--- src/rrsg_pkg.sv ---
// Package for the rounded-rectangle span generator: sizes, limits and the
// request record that travels from the front end through the queue to the back end.
// No dependencies.
package rrsg_pkg;

   localparam int MAX_RADIUS       = 32;
   localparam int MIN_ROUND_RADIUS = 3;
   localparam int SPAN_LIMIT       = 64;

   localparam int COORD_IN_W  = 10;
   localparam int SIZE_IN_W   = 9;
   localparam int RADIUS_W    = 6;
   localparam int CRD_W       = 12;
   localparam int COUNT_W     = $clog2(SPAN_LIMIT + 1);
   localparam int QUEUE_DEPTH = 2;

   typedef struct packed {
      logic signed [COORD_IN_W-1:0] x;
      logic signed [COORD_IN_W-1:0] y;
      logic [SIZE_IN_W-1:0]         w;
      logic [SIZE_IN_W-1:0]         h;
      logic [RADIUS_W-1:0]          r;
      logic                         square;
   } rrsg_item_type;

   // Push side and pop side of the request queue.
   typedef struct packed {
      logic          push;
      rrsg_item_type item;
   } rrsg_push_type;

   typedef struct packed {
      logic          nonempty;
      rrsg_item_type item;
   } rrsg_head_type;

endpackage

--- src/rrsg_front.sv ---
// Front end: accepts a request, saturates the radius and marks square-corner requests.
// Depends on rrsg_pkg.
module rrsg_front (
   input  logic                                   req_valid,
   output logic                                   req_stall,
   input  logic signed [rrsg_pkg::COORD_IN_W-1:0] req_rect_x,
   input  logic signed [rrsg_pkg::COORD_IN_W-1:0] req_rect_y,
   input  logic [rrsg_pkg::SIZE_IN_W-1:0]         req_rect_w,
   input  logic [rrsg_pkg::SIZE_IN_W-1:0]         req_rect_h,
   input  logic [rrsg_pkg::RADIUS_W-1:0]          req_corner_radius,
   input  logic                                   queue_full,
   output rrsg_pkg::rrsg_push_type                push_out
);

   logic [rrsg_pkg::RADIUS_W-1:0] radius_sat;

   always_comb begin
      if (req_corner_radius > rrsg_pkg::RADIUS_W'(rrsg_pkg::MAX_RADIUS)) begin
         radius_sat = rrsg_pkg::RADIUS_W'(rrsg_pkg::MAX_RADIUS);
      end else begin
         radius_sat = req_corner_radius;
      end
   end

   assign req_stall            = queue_full;
   assign push_out.push        = req_valid && !queue_full;
   assign push_out.item.x      = req_rect_x;
   assign push_out.item.y      = req_rect_y;
   assign push_out.item.w      = req_rect_w;
   assign push_out.item.h      = req_rect_h;
   assign push_out.item.r      = radius_sat;
   assign push_out.item.square = radius_sat < rrsg_pkg::RADIUS_W'(rrsg_pkg::MIN_ROUND_RADIUS);

endmodule

--- src/rrsg_queue.sv ---
// Two-entry request queue between the front end and the span sequencer.
// Depends on rrsg_pkg.
module rrsg_queue (
   input  logic                    clock,
   input  logic                    reset,
   input  rrsg_pkg::rrsg_push_type push_in,
   input  logic                    pop,
   output logic                    full,
   output rrsg_pkg::rrsg_head_type head_out
);

   localparam int PTR_W = $clog2(rrsg_pkg::QUEUE_DEPTH);
   localparam int CNT_W = $clog2(rrsg_pkg::QUEUE_DEPTH + 1);

   rrsg_pkg::rrsg_item_type entry_ff [rrsg_pkg::QUEUE_DEPTH];
   logic [PTR_W-1:0] wr_ptr_ff, wr_ptr_in;
   logic [PTR_W-1:0] rd_ptr_ff, rd_ptr_in;
   logic [CNT_W-1:0] count_ff, count_in;
   logic             do_pop;

   assign full              = count_ff == CNT_W'(rrsg_pkg::QUEUE_DEPTH);
   assign head_out.nonempty = count_ff != '0;
   assign head_out.item     = entry_ff[rd_ptr_ff];
   assign do_pop            = pop && head_out.nonempty;

   always_comb begin
      wr_ptr_in = wr_ptr_ff;
      rd_ptr_in = rd_ptr_ff;
      count_in  = count_ff;
      if (push_in.push) begin
         wr_ptr_in = (wr_ptr_ff == PTR_W'(rrsg_pkg::QUEUE_DEPTH - 1)) ? '0 : wr_ptr_ff + 1'b1;
      end
      if (do_pop) begin
         rd_ptr_in = (rd_ptr_ff == PTR_W'(rrsg_pkg::QUEUE_DEPTH - 1)) ? '0 : rd_ptr_ff + 1'b1;
      end
      if (push_in.push && !do_pop) begin
         count_in = count_ff + 1'b1;
      end else if (!push_in.push && do_pop) begin
         count_in = count_ff - 1'b1;
      end
   end

   always_ff @(posedge clock) begin
      if (reset) begin
         wr_ptr_ff <= '0;
         rd_ptr_ff <= '0;
         count_ff  <= '0;
      end else begin
         wr_ptr_ff <= wr_ptr_in;
         rd_ptr_ff <= rd_ptr_in;
         count_ff  <= count_in;
      end
   end

   always_ff @(posedge clock) begin
      if (push_in.push) begin
         entry_ff[wr_ptr_ff] <= push_in.item;
      end
   end

endmodule

--- src/rrsg_back.sv ---
// Back end: midpoint circle sequencer that emits the spans of one request
// into a registered result stage. Depends on rrsg_pkg.
module rrsg_back (
   input  logic                                     clock,
   input  logic                                     reset,
   input  rrsg_pkg::rrsg_head_type                  head_in,
   output logic                                     pop,
   output logic                                     rsp_valid,
   input  logic                                     rsp_stall,
   output logic signed [rrsg_pkg::CRD_W-1:0]        rsp_span_x,
   output logic signed [rrsg_pkg::CRD_W-1:0]        rsp_span_y,
   output logic signed [rrsg_pkg::CRD_W-1:0]        rsp_span_w,
   output logic signed [rrsg_pkg::CRD_W-1:0]        rsp_span_h,
   output logic                                     rsp_last
);

   localparam int CW = rrsg_pkg::CRD_W;
   localparam int RW = rrsg_pkg::RADIUS_W;
   localparam int NW = rrsg_pkg::COUNT_W;

   localparam logic [2:0] ST_IDLE   = 3'd0;
   localparam logic [2:0] ST_SQUARE = 3'd1;
   localparam logic [2:0] ST_STEP   = 3'd2;
   localparam logic [2:0] ST_TOP    = 3'd3;
   localparam logic [2:0] ST_BOT    = 3'd4;
   localparam logic [2:0] ST_UPPER  = 3'd5;
   localparam logic [2:0] ST_LOWER  = 3'd6;
   localparam logic [2:0] ST_CENTER = 3'd7;

   logic [2:0] state_ff, state_in;
   logic signed [CW-1:0] x_ff, x_in, y_ff, y_in, w_ff, w_in, h_ff, h_in;
   logic signed [CW-1:0] top_ff, top_in, bot_ff, bot_in;
   logic signed [CW-1:0] upper_ff, upper_in, lower_ff, lower_in;
   logic signed [CW-1:0] wadj_ff, wadj_in, err_ff, err_in;
   logic [RW-1:0] r_ff, r_in, px_ff, px_in, py_ff, py_in, prev_ff, prev_in;
   logic [NW-1:0] n_ff, n_in;

   logic valid_ff, valid_in;
   logic signed [CW-1:0] sx_ff, sx_in, sy_ff, sy_in, sw_ff, sw_in, sh_ff, sh_in;
   logic last_ff, last_in;

   logic out_free, emit;
   logic signed [CW-1:0] e_x, e_y, e_w, e_h;
   logic e_last;

   logic signed [CW-1:0] r12, px12, py12, prev12, pxn12, dlt12;
   logic signed [CW-1:0] hx12, hy12, hw12, hh12, hr12;
   logic [RW-1:0] px_next;

   assign out_free = !valid_ff || !rsp_stall;

   always_comb begin
      r12     = CW'(r_ff);
      px12    = CW'(px_ff);
      py12    = CW'(py_ff);
      prev12  = CW'(prev_ff);
      px_next = px_ff + 1'b1;
      pxn12   = CW'(px_next);
      dlt12   = px12 - prev12;
      hx12    = CW'(head_in.item.x);
      hy12    = CW'(head_in.item.y);
      hw12    = CW'(head_in.item.w);
      hh12    = CW'(head_in.item.h);
      hr12    = CW'(head_in.item.r);
   end

   always_comb begin
      state_in = state_ff;
      x_in     = x_ff;
      y_in     = y_ff;
      w_in     = w_ff;
      h_in     = h_ff;
      r_in     = r_ff;
      top_in   = top_ff;
      bot_in   = bot_ff;
      upper_in = upper_ff;
      lower_in = lower_ff;
      wadj_in  = wadj_ff;
      err_in   = err_ff;
      px_in    = px_ff;
      py_in    = py_ff;
      prev_in  = prev_ff;
      n_in     = n_ff;
      pop      = 1'b0;
      emit     = 1'b0;
      e_x      = x_ff + r12 - px12;
      e_y      = top_ff;
      e_w      = (px12 <<< 1) + wadj_ff;
      e_h      = CW'(1);
      e_last   = 1'b0;

      case (state_ff)
         ST_IDLE: begin
            if (head_in.nonempty) begin
               pop      = 1'b1;
               x_in     = hx12;
               y_in     = hy12;
               w_in     = hw12;
               h_in     = hh12;
               r_in     = head_in.item.r;
               top_in   = hy12;
               bot_in   = hy12 + hh12;
               upper_in = hy12 + hr12;
               lower_in = hy12 + hh12 - hr12;
               wadj_in  = hw12 - (hr12 <<< 1);
               err_in   = CW'(1) - (hr12 <<< 1);
               px_in    = '0;
               py_in    = head_in.item.r + 1'b1;
               prev_in  = '0;
               n_in     = '0;
               state_in = head_in.item.square ? ST_SQUARE : ST_STEP;
            end
         end
         ST_SQUARE: begin
            e_x    = x_ff;
            e_y    = y_ff;
            e_w    = w_ff;
            e_h    = h_ff;
            e_last = 1'b1;
            if (out_free) begin
               emit     = 1'b1;
               state_in = ST_IDLE;
            end
         end
         ST_STEP: begin
            if (py_ff >= px_ff && n_ff <= NW'(rrsg_pkg::SPAN_LIMIT - 5)) begin
               px_in = px_next;
               if (err_ff[CW-1]) begin
                  err_in = err_ff + (pxn12 <<< 2) + CW'(6);
               end else begin
                  // A step that lowers y closes one row of each corner.
                  err_in   = err_ff + ((pxn12 - py12) <<< 2) + CW'(10);
                  py_in    = py_ff - 1'b1;
                  state_in = ST_TOP;
               end
            end else begin
               state_in = ST_CENTER;
            end
         end
         ST_TOP: begin
            if (out_free) begin
               emit     = 1'b1;
               top_in   = top_ff + CW'(1);
               state_in = ST_BOT;
            end
         end
         ST_BOT: begin
            e_y = bot_ff - CW'(1);
            if (out_free) begin
               emit     = 1'b1;
               bot_in   = bot_ff - CW'(1);
               state_in = ST_UPPER;
            end
         end
         ST_UPPER: begin
            e_x = x_ff + r12 - py12;
            e_y = upper_ff - dlt12;
            e_w = (py12 <<< 1) + wadj_ff;
            e_h = dlt12;
            if (out_free) begin
               emit     = 1'b1;
               upper_in = upper_ff - dlt12;
               state_in = ST_LOWER;
            end
         end
         ST_LOWER: begin
            e_x = x_ff + r12 - py12;
            e_y = lower_ff;
            e_w = (py12 <<< 1) + wadj_ff;
            e_h = dlt12;
            if (out_free) begin
               emit     = 1'b1;
               lower_in = lower_ff + dlt12;
               prev_in  = px_ff;
               n_in     = n_ff + NW'(4);
               state_in = ST_STEP;
            end
         end
         ST_CENTER: begin
            e_x    = x_ff;
            e_y    = y_ff + r12;
            e_w    = w_ff;
            e_h    = h_ff - (r12 <<< 1);
            e_last = 1'b1;
            if (out_free) begin
               emit     = 1'b1;
               state_in = ST_IDLE;
            end
         end
         default: begin
            state_in = ST_IDLE;
         end
      endcase
   end

   always_comb begin
      valid_in = valid_ff;
      sx_in    = sx_ff;
      sy_in    = sy_ff;
      sw_in    = sw_ff;
      sh_in    = sh_ff;
      last_in  = last_ff;
      if (emit) begin
         valid_in = 1'b1;
         sx_in    = e_x;
         sy_in    = e_y;
         sw_in    = e_w;
         sh_in    = e_h;
         last_in  = e_last;
      end else if (!rsp_stall) begin
         valid_in = 1'b0;
      end
   end

   always_ff @(posedge clock) begin
      if (reset) begin
         state_ff <= ST_IDLE;
         valid_ff <= 1'b0;
      end else begin
         state_ff <= state_in;
         valid_ff <= valid_in;
      end
   end

   always_ff @(posedge clock) begin
      x_ff     <= x_in;
      y_ff     <= y_in;
      w_ff     <= w_in;
      h_ff     <= h_in;
      r_ff     <= r_in;
      top_ff   <= top_in;
      bot_ff   <= bot_in;
      upper_ff <= upper_in;
      lower_ff <= lower_in;
      wadj_ff  <= wadj_in;
      err_ff   <= err_in;
      px_ff    <= px_in;
      py_ff    <= py_in;
      prev_ff  <= prev_in;
      n_ff     <= n_in;
      sx_ff    <= sx_in;
      sy_ff    <= sy_in;
      sw_ff    <= sw_in;
      sh_ff    <= sh_in;
      last_ff  <= last_in;
   end

   assign rsp_valid  = valid_ff;
   assign rsp_span_x = sx_ff;
   assign rsp_span_y = sy_ff;
   assign rsp_span_w = sw_ff;
   assign rsp_span_h = sh_ff;
   assign rsp_last   = last_ff;

endmodule

--- src/rounded_rect_span_generator_core.sv ---
// Top level of the rounded-rectangle span generator: front end, request queue, back end.
// Depends on rrsg_pkg, rrsg_front, rrsg_queue and rrsg_back.
//
//   Channel   Ports             Moves
//   request   req_*   (in)      one rectangle with corner radius per transfer
//   response  rsp_*   (out)     one fill span per transfer, rsp_last on the final one
//
// A square-corner request passes through the idle and square states of the back end.
// A rounded one passes through the idle state, the step state for each midpoint circle step
// and one state per span; at radius 32 that is 24 steps and 45 spans, from the single circle sequencer.
// The two-entry queue accepts new requests while the back end works, until it is full.
// Reset clears the queue and the sequencer; a stalled response holds the sequencer.
module rounded_rect_span_generator_core (
   input  logic                                   clock,
   input  logic                                   reset,
   input  logic                                   req_valid,
   output logic                                   req_stall,
   input  logic signed [rrsg_pkg::COORD_IN_W-1:0] req_rect_x,
   input  logic signed [rrsg_pkg::COORD_IN_W-1:0] req_rect_y,
   input  logic [rrsg_pkg::SIZE_IN_W-1:0]         req_rect_w,
   input  logic [rrsg_pkg::SIZE_IN_W-1:0]         req_rect_h,
   input  logic [rrsg_pkg::RADIUS_W-1:0]          req_corner_radius,
   output logic                                   rsp_valid,
   input  logic                                   rsp_stall,
   output logic signed [rrsg_pkg::CRD_W-1:0]      rsp_span_x,
   output logic signed [rrsg_pkg::CRD_W-1:0]      rsp_span_y,
   output logic signed [rrsg_pkg::CRD_W-1:0]      rsp_span_w,
   output logic signed [rrsg_pkg::CRD_W-1:0]      rsp_span_h,
   output logic                                   rsp_last
);

   rrsg_pkg::rrsg_push_type push;
   rrsg_pkg::rrsg_head_type head;
   logic                    queue_full;
   logic                    pop;

   rrsg_front u_front (
      .req_valid         (req_valid),
      .req_stall         (req_stall),
      .req_rect_x        (req_rect_x),
      .req_rect_y        (req_rect_y),
      .req_rect_w        (req_rect_w),
      .req_rect_h        (req_rect_h),
      .req_corner_radius (req_corner_radius),
      .queue_full        (queue_full),
      .push_out          (push)
   );

   rrsg_queue u_queue (
      .clock    (clock),
      .reset    (reset),
      .push_in  (push),
      .pop      (pop),
      .full     (queue_full),
      .head_out (head)
   );

   rrsg_back u_back (
      .clock      (clock),
      .reset      (reset),
      .head_in    (head),
      .pop        (pop),
      .rsp_valid  (rsp_valid),
      .rsp_stall  (rsp_stall),
      .rsp_span_x (rsp_span_x),
      .rsp_span_y (rsp_span_y),
      .rsp_span_w (rsp_span_w),
      .rsp_span_h (rsp_span_h),
      .rsp_last   (rsp_last)
   );

endmodule

--- config.mk ---
export PLATFORM = sky130hd
export DESIGN_NAME = rounded_rect_span_generator_core
export DESIGN_NICKNAME = d
export VERILOG_FILES = /design/src/rrsg_pkg.sv /design/src/rrsg_front.sv /design/src/rrsg_queue.sv /design/src/rrsg_back.sv /design/src/rounded_rect_span_generator_core.sv
export SDC_FILE = /design/constraint.sdc
export NUM_CORES = 1
export LEC_CHECK = 0
export ABC_AREA = 1
export BUFFER_PORTS_ARGS = -buffer_cell sky130_fd_sc_hd__buf_2
export CORE_UTILIZATION = 62
export DETAILED_ROUTE_END_ITERATION = 12
export PLACE_DENSITY = 0.8
export SYNTH_ARGS = -nofsm -noshare
export SYNTH_HDL_FRONTEND = slang
export SYNTH_SLANG_ARGS = --single-unit
--- constraint.sdc ---
create_clock -name clock -period 7.2 [get_ports clock]
set_input_delay 0.72 -clock clock [delete_from_list [all_inputs] [get_ports clock]]
set_output_delay 0.72 -clock clock [all_outputs]
set_load 0.01 [all_outputs]
== Yosys cells after proc, flatten, opt, wreduce, memory -nomap -nowiden ==
Memory sizes are Yosys's and may differ from the RTL's. A register that Yosys moved wholly into a read port is not among the register bits.
Index checks and enable logic that the tools add are counted.

* Bits in writable memories: 90
* Input bits: 48
* Logic and storage cells: 166
* Output and inout port bits: 51
* Memories: 1
* Register bits after elaboration: 198

{| class="wikitable"
|+ Memory list
! memory !! depth !! width !! read ports !! clocked after memory_dff !! write ports !! line !! text
|-
| u_queue.entry_ff || 2 || 45 || 1 || 1 || 1 || rrsg_queue.sv:15 || <nowiki>rrsg_pkg::rrsg_item_type entry_ff [rrsg_pkg::QUEUE_DEPTH];</nowiki>
|}

* Add/subtract/negate cells: 30
* Equal/unequal tests: 18
* Mux-type cells: 58
* Order comparisons: 4
* Reductions and logical operators: 30

{| class="wikitable"
|+ Operator list
! cell !! number
|-
| 12-bit one-hot mux with 2 select lines || 7
|-
| 12-bit 2-to-1 mux || 11
|-
| 12-bit one-hot mux with 5 select lines || 1
|-
| 6-bit 2-to-1 mux || 7
|-
| 12-bit one-hot mux with 3 select lines || 1
|-
| 6-bit one-hot mux with 2 select lines || 3
|-
| 12-bit by 7-bit subtractor with 12-bit output || 3
|-
| 10-bit by 7-bit adder with 11-bit output || 3
|-
| 12-bit adder || 2
|-
| 8-bit by 12-bit adder with 12-bit output || 2
|-
| 3-bit 2-to-1 mux || 8
|-
| 3-bit one-hot mux with 7 select lines || 1
|-
| 9-bit by 7-bit subtractor with 10-bit output || 2
|-
| 3-bit AND reduction || 5
|-
| 7-bit 2-to-1 mux || 2
|-
| 2-bit by 1-bit != test with 1-bit output, second input constant || 7
|-
| 7-bit one-hot mux with 2 select lines || 1
|-
| 2-bit nonzero test || 7
|-
| 6-bit by 6-bit subtractor with 7-bit output || 2
|-
| 1-bit 2-to-1 mux || 13
|-
| 12-bit by 2-bit adder with 12-bit output, second input constant || 1
|-
| 12-bit by 4-bit adder with 12-bit output, second input constant || 1
|-
| 12-bit by 5-bit adder with 12-bit output, second input constant || 1
|-
| 12-bit by 9-bit adder with 12-bit output || 1
|-
| 30 further kinds || 48
|}

== Logic depth before layout (Yosys ltp) ==
* Depth after elaboration: 7
* Mapped depth: 26
* Depth with buffers taken out: 24

== Hierarchy ==
Synthesis repeated with hierarchy kept, for this count alone.

* Cells, all modules: 1893
* Area total of the unflattened synthesis: 17754.5 sq um

{| class="wikitable"
|+ Modules (own cells, without submodules)
! module !! cells an instance !! sequential area each (sq um) !! area each (sq um) !! instances
|-
| rrsg_back || 1660 || 5545.3 || 13700.6 || 1
|-
| rrsg_queue || 175 || 2802.7 || 3682.3 || 1
|-
| rrsg_front || 58 || 0.0 || 371.6 || 1
|}

== Least setup slack after synthesis ==
OpenSTA, ideal clock, no wires.

* Kind: register to register
* From: register u_back.state_ff[0]
* To: register u_back.err_ff[10] (enable)
* Cell stages (with the launch flop): 9
* Path slack: 2.042 ns
* Data arrival time: 4.744 ns
* Clock period less this slack: 5.158 ns
* Data required time: 6.785 ns
* Path buffers: 1
* Library setup time: 0.415 ns
* Cells stage by stage: dfxtp_1 -> buf_4 -> nor2_4 -> inv_1 -> nor2_1 -> inv_1 -> a21oi_1 -> inv_1 -> o21ai_0

* Cells in the longest elaborated chain, start to end: 3
* Elaborated cells between the ends (all ways): 6
* Classes of those cells: eq/ne: 3; reduce/logical: 3

{| class="wikitable"
|+ Ends and longest elaborated chain
! item !! line !! text
|-
| from (decl) || rrsg_back.sv:30 || <nowiki>logic [2:0] state_ff, state_in;</nowiki>
|-
| from (signal assigned) || rrsg_back.sv:220 || <nowiki>state_ff <= state_in;</nowiki>
|-
| 3-bit by 2-bit equality test with 1-bit output or 3-bit logical NOT (tied branches) || rrsg_back.sv:92 || <nowiki>case (state_ff)</nowiki>
|-
| 2-bit by 1-bit != test with 1-bit output (no line), or another cell as far along || n/a ||
|-
| 3-bit AND reduction (no line) * || n/a ||
|-
| to (signal assigned) || rrsg_back.sv:236 || <nowiki>err_ff <= err_in;</nowiki>
|-
| to (decl) || rrsg_back.sv:34 || <nowiki>logic signed [CW-1:0] wadj_ff, wadj_in, err_ff, err_in;</nowiki>
|}

Mark *: on every way between the ends. The rest lies on a longest branch, timed or not.
A chain may end at the register's enable or synchronous reset.

== Final worst setup path ==
* From: register u_back.state_ff[2]
* To: register u_back.sx_ff[9], in the netlist u_back.rsp_span_x[9], data pin

* Cells in the longest elaborated chain, start to end: 3
* Elaborated cells between the ends (all ways): 7
* Classes of those cells: eq/ne: 4; mux: 1; reduce/logical: 2

{| class="wikitable"
|+ Ends and longest elaborated chain
! item !! line !! text
|-
| 3-bit by 1-bit equality test with 1-bit output or 3-bit equality test (tied branches) || rrsg_back.sv:92 ||
|-
| 2-bit OR reduction (no line) || n/a ||
|-
| 12-bit one-hot mux with 2 select lines * || rrsg_back.sv:92 ||
|-
| net u_back.e_x[9] || rrsg_back.sv:43 || <nowiki>logic signed [CW-1:0] e_x, e_y, e_w, e_h;</nowiki>
|-
| to (signal assigned) || rrsg_back.sv:241 || <nowiki>sx_ff <= sx_in;</nowiki>
|-
| to (decl) || rrsg_back.sv:39 || <nowiki>logic signed [CW-1:0] sx_ff, sx_in, sy_ff, sy_in, sw_ff, sw_in, sh_ff, sh_in;</nowiki>
|}

Mark *: on every way through the listed nets, which the timed path passes. The rest lies on a longest branch.

==> out/summary.txt <==
Most Crowded Layer GR = met2
Netlist cell types = 63
Final setup viols = 0
GR Util met1 = 39.66%
Status = finished, final reports clean
Clk_lat worst skew = 0.58 ns
CTS Hold Buffers Added = 0
Worst-margin pin slew = 0.9788 ns
Post-synth EDFFs = 272
Synthesized area = 0.01708 sq mm
Skew final = 0.03745 ns
DR iter-0 viols = 1,636
Placement Rows = 60
Via/cell ratio = 5.897
Worst path max stage delay = 0.71 ns
Top cell family by delay on the critical path = simple AND/OR/NAND/NOR gates
Synth warn = 0
Endpoints failing hold = 0
Post-DP HPWL = 31.22 mm
Critical-path maximum fanout = 30
Synth Instances = 1,844
Share of the synthesized area in the top cell type = 47.83%
Initial antenna violation count = 0
Total Wirelength = 41.46 mm
Die H = 168.0 um
Core area = 0.02695 sq mm
Placer Congestion = 0.9525
Count leader, synth = nand2_1
Crit-path cells = nand2_1 > nor2_1 > buf_4 > inv_1 > nand2_2 > o21ai_0 > ha_1 > nand2_1 > nor2_1 > a211oi_1 > o21ai_0 > nand2_1 > nand3b_1 > nor2_1 > nand2_1 > nand2_1 > nand2_1 > nand2_1 > nand2_1
Clk Tree Root Cell = clkbuf_16
Sequential element share of the synthesized area = 48.88%
Cell taking the most area after synthesis = edfxtp_1
CP Launch Type = flop
Crit path launch = u_back.state_ff[2]
Syn nets = 2,040
Top cells by area, synth = edfxtp_1 48%, ha_1 9.7%, nand2_1 8.6%
Setup_tns = 0 ns
CTS resizes = 0
Clock Sinks = 281
Met2 global-route usage = 47.28%
R2R cell count = 19
Reg-to-Reg Start = u_back.state_ff[2]
Fmax = 0.2245 GHz
Final Max Slew Viols = 0
Vias post-DR = 13.68k
Clock transition at the registers of the reported paths = 0.06 ns
Bufs on Longest Clock Path = 3
Die footprint = 0.02821 sq mm
CP Class = flop to flop
Die Wd = 168.0 um
GRT Total Usage = 29.17%
Hold Path Cell Cnt = 1
Io pins = 99
Cell repeated most along the worst path = nand2_1
GRT met3 Usage = 5.360%
Area occupied by multi-input gates = 0.007651 sq mm
Area grow syn2layout = 11.46%
Min cycle time layout = 4.454 ns
Total CTS buffers = 30
FF/Latch Area = 0.008349 sq mm
Worst R2R End = u_back.rsp_span_x[9]
Slowest CP cell = o21ai_0
Final worst path period share = 61.86%
First-pass GRT wire length = 63.85 mm
R2R setup slack = 2.75 ns
Share of cells above drive strength 1 = 11.58%
Max_cap viols = 0
Seq cells post-synth = 281
Starting Density = 63.37%
WP buf/inv = 2
Total gr overflow = 0
Drt drc = 0
Vias in the first global route = 12.57k
CTS tree = yes
Avg Inst Size Synth = 9.261 sq um
Crit. End Element = flop
CP required = 7.51 ns
Fillers = 1,966
H-tree levels = 1
RSZ-0062 raised after global routing = false
Layout Nets = 2,152
DR pass1 iterations = 7
Worst Hold Path EP = u_queue.entry_ff[1][37]
Port bufs = 98
Critical Path AT = 4.77 ns
Ys flop type = edfxtp_1
Ys async rst share = 0%
Most common library cells after synthesis = 390 x nand2_1, 272 x edfxtp_1, 249 x inv_1
Routed length per placed instance = 17.88 um
N_diodes = 0
Largest net degree at the start of global routing = 58
Setup Fix Bufs, Post-CTS = 0
Slew Limit Headroom = 34.74%
Antenna-violating nets left = 0
Min-delay worst type = input pin to flop
Hold_sp = req_rect_x[2]
[worst max path at each step]
stage / to / cells past startpoint
6_report: u_back.rsp_span_x[9] / 19
5_1_grt: u_back.rsp_span_x[9] / 19
4_1_cts: u_back.rsp_span_x[9] / 19
3_5_place_dp: u_back.rsp_span_x[9] / 19
3_3_place_gp: u_back.rsp_span_x[9] / 19
2_1_floorplan: u_back.err_ff[10] / 8
[registers in the layout, indices dropped and copies added (netlist names), 8 cells and up, named ones only]
name               cells
u_queue.entry_ff      90
u_back.bot_ff         12
u_back.lower_ff       12
u_back.rsp_span_w     12
u_back.rsp_span_x     12
u_back.rsp_span_y     12
u_back.top_ff         12
u_back.upper_ff       12
u_back.err_ff         11
u_back.rsp_span_h     10
u_back.wadj_ff        10
u_back.x_ff           10
u_back.y_ff           10
u_back.h_ff            9
u_back.w_ff            8
[metrics by stage]
stage	instance area (sq um)	setup slack [ns]	hold slack (ns)	utilization (%)	cells
after global routing	19030	2.289	0.2978	70.63	2319
after floorplan	17080	2.042	0.4003	-	1844
final	19030	2.746	0.3213	70.63	2319
after CTS	19030	2.787	0.3020	70.63	2319
after detailed placement	18000	2.837	0.4202	66.78	2265
after global placement	18000	2.933	0.4241	66.78	2265
[logic make-up (layout without fill, tap and decap cells)]
| family | count (synthesis) | count (layout) | share of synthesized area [%] |
|---|---|---|---|
| AND/OR/NAND/NOR | 729 | 729 | 18.43 |
| multiplexers | 2 | 2 | 0.1172 |
| XOR/XNOR | 55 | 55 | 2.865 |
| buffers and inverters | 290 | 424 | 6.557 |
| AO/OA/AOI/OAI | 339 | 339 | 11.65 |
| flip-flops | 281 | 281 | 48.88 |
| adder cells (fa/ha/maj) | 148 | 148 | 11.50 |
[layer usage]
metal	up-vias	wire, um	part of all wire (%)
met5	-	0	0
met4	0	1344	3.2
met3	117	3956	9.5
met2	675	19170	46
met1	6347	16990	41
li1	6536	-	-
[placed cells by master, fill, tap and decap left out, drive strengths merged, types with 27 or more instances in the layout]
cell / instances
nand2: 397
edfxtp: 272
inv: 256
nor2: 165
o21ai: 137
ha: 133
buf: 114
a21oi: 109
nand3: 94
xor2: 39
clkbuf: 37
or2: 27
[worst reg2reg max path: stages, from the launching register on]
cell	delay (ns)
dfxtp_1	0.37
nand2_1	0.18
nor2_1	0.06
buf_4	0.22
inv_1	0.71
nand2_2	0.36
o21ai_0	0.71
ha_1	0.35
nand2_1	0.07
nor2_1	0.04
a211oi_1	0.27
o21ai_0	0.17
nand2_1	0.10
nand3b_1	0.10
nor2_1	0.20
nand2_1	0.07
nand2_1	0.06
nand2_1	0.04
nand2_1	0.05
nand2_1	0.05
[area by class of cell]
cell class                      count  area share, %
Clock buffer                       37          4.082
Clock inverter                     17          1.361
Inverter                          256          5.048
Multi-Input combinational cell   1273          40.20
Sequential cell                   281          43.86
Tap cell                          341          2.242
Timing Repair Buffer              114          3.208
Power is not shown: default switching activity piles up to over one toggle a cycle in this logic, so the estimate is an artifact.
